File: src/rtl/dhp_pkg.sv
// Shared types and constants of the deduplicating hash pool.
package dhp_pkg;

  localparam int unsigned DepthDefault = 1024;
  localparam int unsigned HashBits     = 32;
  localparam int unsigned TagBits      = 16;
  localparam int unsigned IndexBits    = 10;
  localparam int unsigned CountBits    = 11;
  localparam int unsigned StatusBits   = 3;
  localparam int unsigned PaddrBits    = 3;
  localparam int unsigned DataBits     = 32;

  localparam logic [CountBits-1:0] CapacityReset = 11'd1000;

  typedef enum logic [1:0] {
    OP_INSERT = 2'd0,
    OP_READ   = 2'd1,
    OP_CLEAR  = 2'd2
  } op_e;

  typedef enum logic [StatusBits-1:0] {
    STAT_INSERTED  = 3'd0,
    STAT_DUPLICATE = 3'd1,
    STAT_FULL      = 3'd2,
    STAT_READ_OK   = 3'd3,
    STAT_RANGE     = 3'd4,
    STAT_CLEARED   = 3'd5
  } status_e;

  typedef enum logic [1:0] {
    KIND_INSERT,
    KIND_READ,
    KIND_CLEAR
  } kind_e;

  typedef enum logic [1:0] {
    S_IDLE,
    S_SCAN,
    S_RESP
  } state_e;

  typedef enum logic [0:0] {
    REG_CAPACITY = 1'b0
  } reg_e;

  typedef struct packed {
    logic [1:0]           op;
    logic [HashBits-1:0]  entry_hash;
    logic [TagBits-1:0]   entry_tag;
    logic [IndexBits-1:0] read_index;
  } in_t;

  typedef struct packed {
    logic [StatusBits-1:0] status;
    logic [HashBits-1:0]   out_hash;
    logic [TagBits-1:0]    out_tag;
    logic [CountBits-1:0]  entry_count;
  } out_t;

  // Classified transaction as it sits in the queue between front and back.
  typedef struct packed {
    kind_e                kind;
    logic [HashBits-1:0]  hash;
    logic [TagBits-1:0]   tag;
    logic [IndexBits-1:0] idx;
  } item_t;

  typedef struct packed {
    logic [HashBits-1:0] hash;
    logic [TagBits-1:0]  tag;
  } entry_t;

endpackage

File: src/rtl/dhp_front.sv
// Input side: accepts transactions, decodes the op and queues them.
module dhp_front import dhp_pkg::*; (
  input  logic  clk_i,
  input  logic  rst_ni,
  input  logic  in_valid_i,
  output logic  in_ready_o,
  input  in_t   in_data_i,
  output logic  item_valid_o,
  output item_t item_o,
  input  logic  item_pop_i
);

  item_t       entries_q [2];
  logic        wr_ptr_q, wr_ptr_d;
  logic        rd_ptr_q, rd_ptr_d;
  logic [1:0]  cnt_q, cnt_d;
  logic        push;
  kind_e       kind;

  // Unused op code is served as a read.
  always_comb begin
    unique case (in_data_i.op)
      OP_INSERT: kind = KIND_INSERT;
      OP_CLEAR:  kind = KIND_CLEAR;
      default:   kind = KIND_READ;
    endcase
  end

  assign in_ready_o   = (cnt_q != 2'd2);
  assign push         = in_valid_i && in_ready_o;
  assign item_valid_o = (cnt_q != 2'd0);
  assign item_o       = entries_q[rd_ptr_q];

  always_comb begin
    wr_ptr_d = wr_ptr_q;
    rd_ptr_d = rd_ptr_q;
    cnt_d    = cnt_q;
    if (push) begin
      wr_ptr_d = ~wr_ptr_q;
    end
    if (item_pop_i) begin
      rd_ptr_d = ~rd_ptr_q;
    end
    if (push && !item_pop_i) begin
      cnt_d = cnt_q + 2'd1;
    end else if (!push && item_pop_i) begin
      cnt_d = cnt_q - 2'd1;
    end
  end

  always_ff @(posedge clk_i or negedge rst_ni) begin
    if (!rst_ni) begin
      wr_ptr_q <= 1'b0;
      rd_ptr_q <= 1'b0;
      cnt_q    <= 2'd0;
    end else begin
      wr_ptr_q <= wr_ptr_d;
      rd_ptr_q <= rd_ptr_d;
      cnt_q    <= cnt_d;
    end
  end

  always_ff @(posedge clk_i) begin
    if (push) begin
      entries_q[wr_ptr_q] <= '{kind: kind, hash: in_data_i.entry_hash,
                               tag: in_data_i.entry_tag, idx: in_data_i.read_index};
    end
  end

endmodule

File: config.mk
export PLATFORM = sky130hd
export DESIGN_NAME = dhp_front
export DESIGN_NICKNAME = d
export VERILOG_FILES = /design/src/rtl/dhp_pkg.sv /design/src/rtl/dhp_front.sv
export SDC_FILE = /design/constraint.sdc
export NUM_CORES = 1
export LEC_CHECK = 0
export BUFFER_PORTS_ARGS = -buffer_cell sky130_fd_sc_hd__buf_2
export CORE_MARGIN = 2
export CORE_UTILIZATION = 40
export DETAILED_ROUTE_END_ITERATION = 7
export SLEW_MARGIN = 20
export SYNTH_ARGS = -nofsm -noshare
export SYNTH_HDL_FRONTEND = slang
export SYNTH_SLANG_ARGS = --single-unit
File: constraint.sdc
create_clock -name clk_i -period 6.2 [get_ports clk_i]
set_input_delay 0.62 -clock clk_i [delete_from_list [all_inputs] [get_ports clk_i]]
set_output_delay 0.62 -clock clk_i [all_outputs]
set_load 0.02 [all_outputs]
==> reports/summary.txt, run 1 <==
Clock tree from TritonCTS -> built
Area growth from synthesis to layout -> 26.0%
Std cell rows -> 40
Final Cycle Share -> 42.9%
Setup Skew -> 0.00489 ns
Number of buffers on the longest clock path -> 2
Yosys cell types -> 17
Aggregate global-route resource usage -> 12.8%
Status -> completed
Setup Slack @ Placement -> 3.74 ns
CTS root buf -> sky130_fd_sc_hd__clkbuf_16
Kind of capture point of the worst setup path -> output pin
Yosys top cell area share -> 74.5%
Post-layout net count -> 412
Net count after synthesis -> 272
Number of buffers inserted to repair setup after CTS -> 0
Worst slew slack as a fraction of its limit -> 46.9%
Largest stage delay on the critical path -> 0.81 ns
Number of instances in the synthesized netlist -> 207
Worst Path Arrival -> 2.04 ns
# hold bufs at CTS -> 1
Worst-path fanout max -> 32
Number of global-route vias before repair -> 2454
Number of inserted diodes -> 0
Leading cell types by total area after synthesis -> sky130_fd_sc_hd__edfxtp_1 75%, sky130_fd_sc_hd__mux2_4 18%, sky130_fd_sc_hd__buf_12 2.5%
Mapped cell area -> 0.00484 mm2
Critical path's slowest cell -> sky130_fd_sc_hd__dfrtp_4
Antenna violations before repair -> 0
Largest delay contributor family on the critical path -> flip-flops
Total clock buffers created by CTS -> 17
Clock slew at the register clock pins of the worst setup and hold paths -> 0.05 ns
Combined buffer and inverter count along the critical path -> 2
Maximum VDD drop -> 283 uV
Flops & latches, synth -> 124
Final count of pins violating max slew -> 0
Top-level port count -> 126
MaxCap Viol Count -> 0
Largest area contributor in the netlist -> sky130_fd_sc_hd__edfxtp_1
Worst Setup Path Type -> flip-flop to output pin
Setup repair after global routing missed its margin -> no
Critical path startpoint category -> flip-flop
Number of warnings reported in the yosys synthesis log -> 0
Fin area -> 0.00609 mm2
Achievable frequency -> 0.376 GHz
Maximum number of pins on one net before global-route repair -> 35
Required time at the worst-slack endpoint -> 5.58 ns
Hold Slack -> 0.405 ns
Skew-Pair Late Insertion Delay -> 0.40 ns
DRC errors left -> 0
Fill count -> 979
Commonest cells after routing, fill and taps aside -> 125 x sky130_fd_sc_hd__buf_2, 120 x sky130_fd_sc_hd__edfxtp_1, 59 x sky130_fd_sc_hd__mux2_4
Share of post-route cells with drive strength above 1 -> 59.9%
Final hold violation count -> 0
Leakage power total -> 2.47 nW
Router iterations before antenna repair -> 4
H-tree depth -> 4
Total number of clock tree sinks -> 124
Setup Viol. Count Final -> 0
Die outline area -> 0.0130 mm2
Starting density of the core -> 40.6%
Wire length per cell -> 15.6 um
Min-delay worst type -> input pin to flip-flop
Final antenna-violating net count -> 0
Global-route wire length before repair -> 12300 um
DP HPWL -> 5140 um
Critical-path cell list -> buf_16 -> mux2_4 -> buf_2
Power Density -> 511 mW/mm2
Post-DP Area -> 0.00557 mm2
Slew @ Worst Pin -> 0.794 ns
Last weighted congestion value of the routability-driven placer -> 0.654
Port Buf Inserts -> 125
Total wirelength of the detailed-routed design -> 7910 um
Share of the yosys chip area belonging to registers -> 76.6%
Starting DRT DRC Count -> 133
Area of the placeable core -> 0.0119 mm2
Vertical die dimension -> 114 um
Routed via count divided by cell count -> 4.57
Shortest clock period the worst path allows after layout -> 2.66 ns
Post-Route Setup TNS -> 0 ns
Horizontal die dimension -> 114 um
Total via count in the routed design -> 2314
Final setup slack of the worst path -> 3.54 ns
Total grt overflow -> 0
Most common cell after layout, fill and taps aside -> sky130_fd_sc_hd__buf_2
# resized after CTS -> 0
Average cell area after synthesis -> 23.4 um2
## cell families after synthesis
group	after synthesis	share of synthesized area [%]
flops	124	76.6
mux	60	18.6
buf+inv	10	2.95
simple gates	7	0.751
xor+xnor	5	0.906
fa+ha+maj	1	0.259
## state kept, by name, indices dropped and copies added, names as in the netlist
signal	flops
rd_ptr_q	1
wr_ptr_q	1
cnt_q	2
entries_q	120
## final cells by class
class / instances / area, um2 / share of cell area [%]
clock buffer: 20 / 437 / 7.17
multi-input combinational: 73 / 998 / 16.4
sequential: 124 / 3710 / 60.9
tap: 147 / 184 / 3.02
timing repair buffer: 129 / 678 / 11.1
inverter: 2 / 7.51 / 0.123
clock inverter: 11 / 78.8 / 1.29
## synth_stat cells
cell type	n
sky130_fd_sc_hd__clkbuf_1	1
sky130_fd_sc_hd__nor2b_1	1
sky130_fd_sc_hd__edfxtp_1	120
sky130_fd_sc_hd__mux2_4	59
sky130_fd_sc_hd__inv_1	2
sky130_fd_sc_hd__nand2_1	1
sky130_fd_sc_hd__buf_12	6
sky130_fd_sc_hd__and3_1	1
sky130_fd_sc_hd__xor2_1	3
sky130_fd_sc_hd__or2_2	1
sky130_fd_sc_hd__nor2_1	2
sky130_fd_sc_hd__nand2b_1	1
sky130_fd_sc_hd__buf_6	1
sky130_fd_sc_hd__ha_1	1
sky130_fd_sc_hd__dfrtp_1	4
sky130_fd_sc_hd__mux2_2	1
sky130_fd_sc_hd__xnor2_1	2
## layer usage
layer  vias up  share of wire, %  track usage [%]  routed length (um)
met4         0               1.6             7.07                 125
met2        96                47             19.6                3690
li1       1090                 -                -                   -
met5         -                 0                0                   0
met1      1115                44             15.5                3480
met3        13               7.6             5.10                 604
## power by group
group	switching [W]	internal, W
clock network	0.000315	0.000537
registers	0.000105	0.00115
logic	0.000534	0.000468
## per-stage QoR
step	utilization, %	total power (W)	std cells
2_1_floorplan	-	0.00208	207
3_3_place_gp	46.5	0.00228	473
3_5_place_dp	46.7	0.00230	474
4_1_cts	51.1	0.00316	506
5_1_grt	51.1	0.00327	506
6_report	51.1	0.00311	506
## path summary, 6_finish.rpt
check                              startpoint                to  slack (ns)  cells after the start
worst min-delay path            in_data_i[51]  entries_q[1][51]        0.40                      1
worst max register to register       cnt_q[0]  entries_q[0][41]        3.94                      4
max in group asynchronous              rst_ni          rd_ptr_q        5.51                      2
worst min register to register       cnt_q[1]          cnt_q[1]        0.51                      1
min in group asynchronous              rst_ni          cnt_q[0]        0.55                      2
worst max-delay path                 rd_ptr_q         item_o[3]        3.54                      3
No activity file was read; power rests on OpenSTA's default activity.
==> run 2: changes to the inputs <==
clock period = 2.8 ns   (was 6.2 ns; I/O delays follow)
==> run 2 against run 1 <==
  * Register-to-register slack lost 3.0 ns
  * Routed wire length grew 0.11%
  * Global-route usage shrank 0.29 points
  * Count of clock-buffer cells in the layout shrank 3
  * Sequential share of layout area shrank 0.91 points
  * Highest routed layer unchanged
==> reports/summary.txt, run 2 (synthesized netlist as in run 1, its figures left out) <==
Status -> completed (unchanged)
Maximum VDD drop -> 739 uV (was 283 uV)
Die outline area -> 0.0130 mm2 (unchanged)
Post-Route Setup TNS -> 0 ns (unchanged)
Wire length per cell -> 15.6 um (about the same)
Final setup slack of the worst path -> 0.476 ns (was 3.54 ns)
Leakage power total -> 2.51 nW (was 2.47 nW)
Power Density -> 1140 mW/mm2 (was 511 mW/mm2)
Antenna violations before repair -> 1 (was 0)
Total via count in the routed design -> 2322 (was 2314)
Number of gates on the worst path with buffers counted -> 3 (unchanged)
Clock slew at the register clock pins of the worst setup and hold paths -> 0.05 ns (about the same)
Largest delay contributor family on the critical path -> flip-flops (unchanged)
Area of the placeable core -> 0.0119 mm2 (unchanged)
Std cell rows -> 40 (unchanged)
Starting density of the core -> 40.6% (unchanged)
MaxCap Viol Count -> 0 (unchanged)
Total grt overflow -> 0 (unchanged)
DP HPWL -> 5200 um (was 5140 um)
Number of buffers inserted to repair setup after CTS -> 0 (unchanged)
Setup repair after global routing missed its margin -> no (unchanged)
Cell depth of the worst flop-to-flop path -> 3 (was 4)
Global-route wire length before repair -> 11700 um (was 12300 um)
Combined flip-flop and latch cell area -> 0.00371 mm2 (unchanged)
Combined buffer and inverter count along the critical path -> 2 (unchanged)
Min-delay worst type -> input pin to flip-flop (unchanged)
Post-layout net count -> 415 (was 412)
Total wirelength of the detailed-routed design -> 7920 um (was 7910 um)
Critical-path cell list -> buf_4 -> mux2_4 -> buf_2 (was buf_16 -> mux2_4 -> buf_2)
Regs by FF count -> entries_q: 120 flops, cnt_q: 2 flops (unchanged)
Register with the highest flop count -> entries_q (unchanged)
Port Buf Inserts -> 125 (unchanged)
Reg-to-reg critical path endpoint -> entries_q[1][38] (was entries_q[0][41])
CP Launch Point -> rd_ptr_q (unchanged)
DRC errors left -> 0 (unchanged)
Number of buffers on the longest clock path -> 2 (unchanged)
Horizontal die dimension -> 114 um (unchanged)
Setup Slack @ Placement -> 0.859 ns (was 3.74 ns)
CTS root buf -> sky130_fd_sc_hd__clkbuf_16 (unchanged)
Maximum number of pins on one net before global-route repair -> 39 (was 35)
Kind of capture point of the worst setup path -> output pin (unchanged)
Clock tree from TritonCTS -> built (unchanged)
Router iterations before antenna repair -> 4 (unchanged)
Number of global-route vias before repair -> 2324 (was 2454)
HP Start -> in_data_i[53] (was in_data_i[51])
Vertical die dimension -> 114 um (unchanged)
Setup Skew -> 0.00462 ns (was 0.00489 ns)
Top-level port count -> 126 (unchanged)
Final Cycle Share -> 83.0%
Aggregate global-route resource usage -> 12.5% (was 12.8%)
Worst-path fanout max -> 33 (was 32)
Starting DRT DRC Count -> 69 (was 133)
Final antenna-violating net count -> 0 (unchanged)
Total clock buffers created by CTS -> 17 (unchanged)
Reg-to-reg setup timing slack -> 0.98 ns (was 3.94 ns)
Critical path's slowest cell -> sky130_fd_sc_hd__dfrtp_4 (unchanged)
Critical path startpoint category -> flip-flop (unchanged)
Hold Slack -> 0.0635 ns (was 0.405 ns)
Critical Path End -> item_o[29] (was item_o[3])
Last weighted congestion value of the routability-driven placer -> 0.701 (was 0.654)
Slew @ Worst Pin -> 0.644 ns (was 0.794 ns)
Worst Path Arrival -> 2.04 ns (about the same)
Most common cell after layout, fill and taps aside -> sky130_fd_sc_hd__buf_2 (unchanged)
Share of post-route cells with drive strength above 1 -> 62.0% (was 59.9%)
Commonest cells after routing, fill and taps aside -> 125 x sky130_fd_sc_hd__buf_2, 120 x sky130_fd_sc_hd__edfxtp_1, 59 x sky130_fd_sc_hd__mux2_4 (unchanged)
Area taken by multi-input logic gates -> 998 um2 (unchanged)
H-tree depth -> 4 (unchanged)
Skew-Pair Late Insertion Delay -> 0.40 ns (about the same)
Worst slew slack as a fraction of its limit -> 57.0% (was 46.9%)
Routed via count divided by cell count -> 4.56 (was 4.57)
Final hold violation count -> 0 (unchanged)
Total number of clock tree sinks -> 124 (unchanged)
Area growth from synthesis to layout -> 27.9% (was 26.0%)
Required time at the worst-slack endpoint -> 2.52 ns (was 5.58 ns)
Max FFs per register -> 120 (unchanged)
Final core occ -> 51.9% (was 51.1%)
FF-to-FF Start -> cnt_q[0] (unchanged)
Final count of pins violating max slew -> 0 (unchanged)
Worst Setup Path Type -> flip-flop to output pin (unchanged)
Fill count -> 997 (was 979)
Shortest clock period the worst path allows after layout -> 2.32 ns
Largest stage delay on the critical path -> 0.83 ns (was 0.81 ns)
Setup Viol. Count Final -> 0 (unchanged)
Achievable frequency -> 0.430 GHz
## run 2: changes by cell type in the layout (fill, tap and decap cells not counted)
cell	change
sky130_fd_sc_hd__bufinv_16	+1
sky130_fd_sc_hd__clkinvlp_4	+2
sky130_fd_sc_hd__inv_6	+1
sky130_fd_sc_hd__clkinv_2	+2
sky130_fd_sc_hd__buf_12	+4
sky130_fd_sc_hd__buf_16	-1
sky130_fd_sc_hd__clkbuf_1	-3
sky130_fd_sc_hd__diode_2	+1
sky130_fd_sc_hd__clkinv_1	-4
## run 2: worst min-delay path by stage
stage	endpoint	slack, ns	cells after the start
after CTS	entries_q[1][32]	0.04	1
after detailed placement	cnt_q[1]	0.09	1
final	entries_q[0][53]	0.06	1
after floorplan	cnt_q[0]	-0.02	0
after global routing	entries_q[0][27]	0.04	1
after global placement	cnt_q[1]	0.09	1
## run 2: power breakdown
group          leakage (nW)  switching [W]  internal, W
Sequential             1.16       0.000240      0.00254
Combinational          1.09        0.00118      0.00109
Clock                 0.264       0.000735      0.00129
Total                  2.51        0.00216      0.00492
## run 2: timing repair
action,in CTS,in global routing
hold buffers,1,0
hold endpoints to repair,4,0
resized for setup,0,0
## run 2: area by class of cell
| class | instances | share of cell area (%) |
|---|---|---|
| Sequential cell | 124 | 60.0 |
| Clock buffer | 17 | 6.88 |
| Antenna cell | 1 | 0.0405 |
| Timing Repair Buffer | 132 | 11.8 |
| Inverter | 2 | 0.121 |
| Multi-Input combinational cell | 73 | 16.1 |
| Clock inverter | 13 | 2.06 |
| Tap cell | 147 | 2.97 |
## run 2: stage by stage
| step | total power (W) | instances | area, um2 |
|---|---|---|---|
| floorplan | 0.00459 | 207 | 4840 |
| global placement | 0.00511 | 477 | 5620 |
| detailed placement | 0.00513 | 477 | 5620 |
| CTS | 0.00718 | 508 | 6180 |
| global route | 0.00740 | 508 | 6180 |
| finish | 0.00708 | 509 | 6180 |
## run 2: metal layers
metal	up-vias	wire length, um	global-route usage (%)
li1	1098	-	-
met1	1126	3180	13.9
met2	86	4000	20.3
met3	12	597	5.37
met4	0	142	6.67
met5	-	0	0
==> run 3: changes to the inputs <==
PLACE_DENSITY = 0.66   (was unset)
clock period = 2.1 ns   (was 2.8 ns; I/O delays follow)
==> run 3 against run 2 <==
  * Via count grew 11%
  * Largest power group unchanged
  * Clock power increased by 50%
  * Clock skew grew 0.0025 ns
  * Largest cell class unchanged
  * Register-to-register slack got worse by 0.45 ns
  * Critical path type unchanged
  * Die area is the same
  * Routed wire length increased by 7.4%
  * Count of clock-buffer cells in the layout stayed put
  * Combinational power grew 44%
==> reports/summary.txt, run 3 (synthesized netlist as in run 1, its figures left out) <==
Status -> completed (unchanged)
Combined flip-flop and latch cell area -> 0.00371 mm2 (unchanged)
Worst Path Arrival -> 1.72 ns (was 2.04 ns)
Min-delay worst type -> input pin to async pin (was input pin to flip-flop)
Commonest cells after routing, fill and taps aside -> 125 x sky130_fd_sc_hd__buf_2, 120 x sky130_fd_sc_hd__edfxtp_1, 61 x sky130_fd_sc_hd__dlygate4sd3_1 (was 125 x sky130_fd_sc_hd__buf_2, 120 x sky130_fd_sc_hd__edfxtp_1, 59 x sky130_fd_sc_hd__mux2_4)
Starting density of the core -> 40.6% (unchanged)
Worst-path fanout max -> 21 (was 33)
Share of post-route cells with drive strength above 1 -> 54.1% (was 62.0%)
MaxCap Viol Count -> 0 (unchanged)
Setup Skew -> 0.00715 ns (was 0.00462 ns)
Total grt overflow -> 0 (unchanged)
Antenna violations before repair -> 1 (unchanged)
Port Buf Inserts -> 125 (unchanged)
Maximum VDD drop -> 806 uV (was 739 uV)
H-tree depth -> 4 (unchanged)
Slew @ Worst Pin -> 0.359 ns (was 0.644 ns)
Die outline area -> 0.0130 mm2 (unchanged)
Vertical die dimension -> 114 um (unchanged)
Shortest clock period the worst path allows after layout -> 1.93 ns
Critical path startpoint category -> flip-flop (unchanged)
Router iterations before antenna repair -> 4 (unchanged)
Top-level port count -> 126 (unchanged)
Aggregate global-route resource usage -> 13.9% (was 12.5%)
Worst slew slack as a fraction of its limit -> 76.0% (was 57.0%)
Std cell rows -> 40 (unchanged)
Power Density -> 1440 mW/mm2 (was 1140 mW/mm2)
Area taken by multi-input logic gates -> 0.00100 mm2 (was 998 um2)
Clock slew at the register clock pins of the worst setup and hold paths -> 0.06 ns (was 0.05 ns)
Number of global-route vias before repair -> 2720 (was 2324)
Area growth from synthesis to layout -> 42.2% (was 27.9%)
Setup Viol. Count Final -> 0 (unchanged)
Critical path's slowest cell -> sky130_fd_sc_hd__dfrtp_4 (unchanged)
Final Cycle Share -> 92.1%
Total clock buffers created by CTS -> 17 (unchanged)
Final count of pins violating max slew -> 0 (unchanged)
Total number of clock tree sinks -> 124 (unchanged)
Reg-to-reg setup timing slack -> 0.53 ns (was 0.98 ns)
Regs by FF count -> entries_q: 120 flops, cnt_q: 2 flops (unchanged)
Fin area -> 0.00688 mm2 (was 0.00618 mm2)
Largest stage delay on the critical path -> 0.58 ns (was 0.83 ns)
DP HPWL -> 5220 um (was 5200 um)
Final hold violation count -> 0 (unchanged)
Routed via count divided by cell count -> 4.51 (was 4.56)
Most common cell after layout, fill and taps aside -> sky130_fd_sc_hd__buf_2 (unchanged)
Fill count -> 946 (was 997)
Setup repair after global routing missed its margin -> no (unchanged)
Total wirelength of the detailed-routed design -> 8510 um (was 7920 um)
Maximum number of pins on one net before global-route repair -> 38 (was 39)
Critical-path cell list -> buf_12 -> mux2_4 -> buf_2 (was buf_4 -> mux2_4 -> buf_2)
Clock tree from TritonCTS -> built (unchanged)
Kind of capture point of the worst setup path -> output pin (unchanged)
Final core occ -> 57.7% (was 51.9%)
Leakage power total -> 2.80 nW (was 2.51 nW)
Max FFs per register -> 120 (unchanged)
Cell depth of the worst flop-to-flop path -> 4 (was 3)
Worst Setup Path Type -> flip-flop to output pin (unchanged)
Total via count in the routed design -> 2582 (was 2322)
Starting DRT DRC Count -> 109 (was 69)
Required time at the worst-slack endpoint -> 1.89 ns (was 2.52 ns)
CTS root buf -> sky130_fd_sc_hd__clkbuf_16 (unchanged)
Reg-to-reg critical path endpoint -> entries_q[0][17] (was entries_q[1][38])
Post-layout net count -> 477 (was 415)
Post-Route Setup TNS -> 0 ns (unchanged)
Final antenna-violating net count -> 0 (unchanged)
Post-DP Area -> 0.00563 mm2 (was 0.00562 mm2)
Achievable frequency -> 0.517 GHz
Wire length per cell -> 14.8 um (was 15.6 um)
Horizontal die dimension -> 114 um (unchanged)
Skew-Pair Late Insertion Delay -> 0.41 ns (was 0.40 ns)
Area of the placeable core -> 0.0119 mm2 (unchanged)
Last weighted congestion value of the routability-driven placer -> 0.718 (was 0.701)
DRC errors left -> 0 (unchanged)
Number of buffers on the longest clock path -> 2 (unchanged)
FF-to-FF Start -> cnt_q[0] (unchanged)
Register with the highest flop count -> entries_q (unchanged)
Global-route wire length before repair -> 13200 um (was 11700 um)
run 3: worst max path at each step:
stage	start	endpoint	slack (ns)
floorplan	cnt_q[0]	entries_q[0][0]	0.03
global placement	rd_ptr_q	item_o[35]	0.46
detailed placement	rd_ptr_q	item_o[39]	0.45
CTS	rd_ptr_q	item_o[39]	0.13
global route	rd_ptr_q	item_o[39]	0.09
finish	rd_ptr_q	item_o[39]	0.17
run 3: power breakdown:
group	internal, W	total, W	leakage [nW]	switching (W)
Sequential	0.00339	0.00362	1.16	0.000223
Clock	0.00198	0.00302	0.287	0.00104
Combinational	0.00155	0.00327	1.35	0.00172
Total	0.00692	0.00990	2.80	0.00298
run 3: what timing repair did:
item | CTS | global route
hold endpoints to repair | 123 | 0
gates resized for setup | 0 | 0
setup endpoints to repair | 6 | 0
setup buffers | 1 | 0
hold buffers | 61 | 0
run 3: stage by stage:
step | power (W) | hold slack [ns] | worst slack [ns] | instances
finish | 0.00990 | 0.135 | 0.166 | 573
global route | 0.0103 | 0.133 | 0.0890 | 572
CTS | 0.0100 | 0.115 | 0.131 | 572
detailed placement | 0.00686 | 0.0231 | 0.446 | 478
global placement | 0.00681 | 0.0179 | 0.461 | 478
floorplan | 0.00612 | -0.0856 | 0.0336 | 207
run 3: critical path: cells and delay by family (launching register included):
| family | cells | cell delay (ns) |
|---|---|---|
| flip-flops | 1 | 0.58 |
| buffers and inverters | 2 | 0.40 |
| multiplexers | 1 | 0.32 |
run 3: metal layers:
metal  part of all wire, %  track usage [%]  routed length, um  up-vias
met5                     0                0                  0        -
met3                   6.3             6.11                537       14
met2                    52             23.7               4400       82
met1                    40             14.7               3410     1253
met4                   1.8             6.67                155        0
li1                      -                -                  -     1233
run 3: final cells by class:
class                           instances  area share [%]
Tap cell                              147            2.68
Sequential cell                       124            53.9
Timing Repair Buffer                  194            19.6
Antenna cell                            1          0.0364
Clock buffer                           17            6.19
Clock inverter                         15            2.88
Multi-Input combinational cell         73            14.6
Inverter                                2           0.109
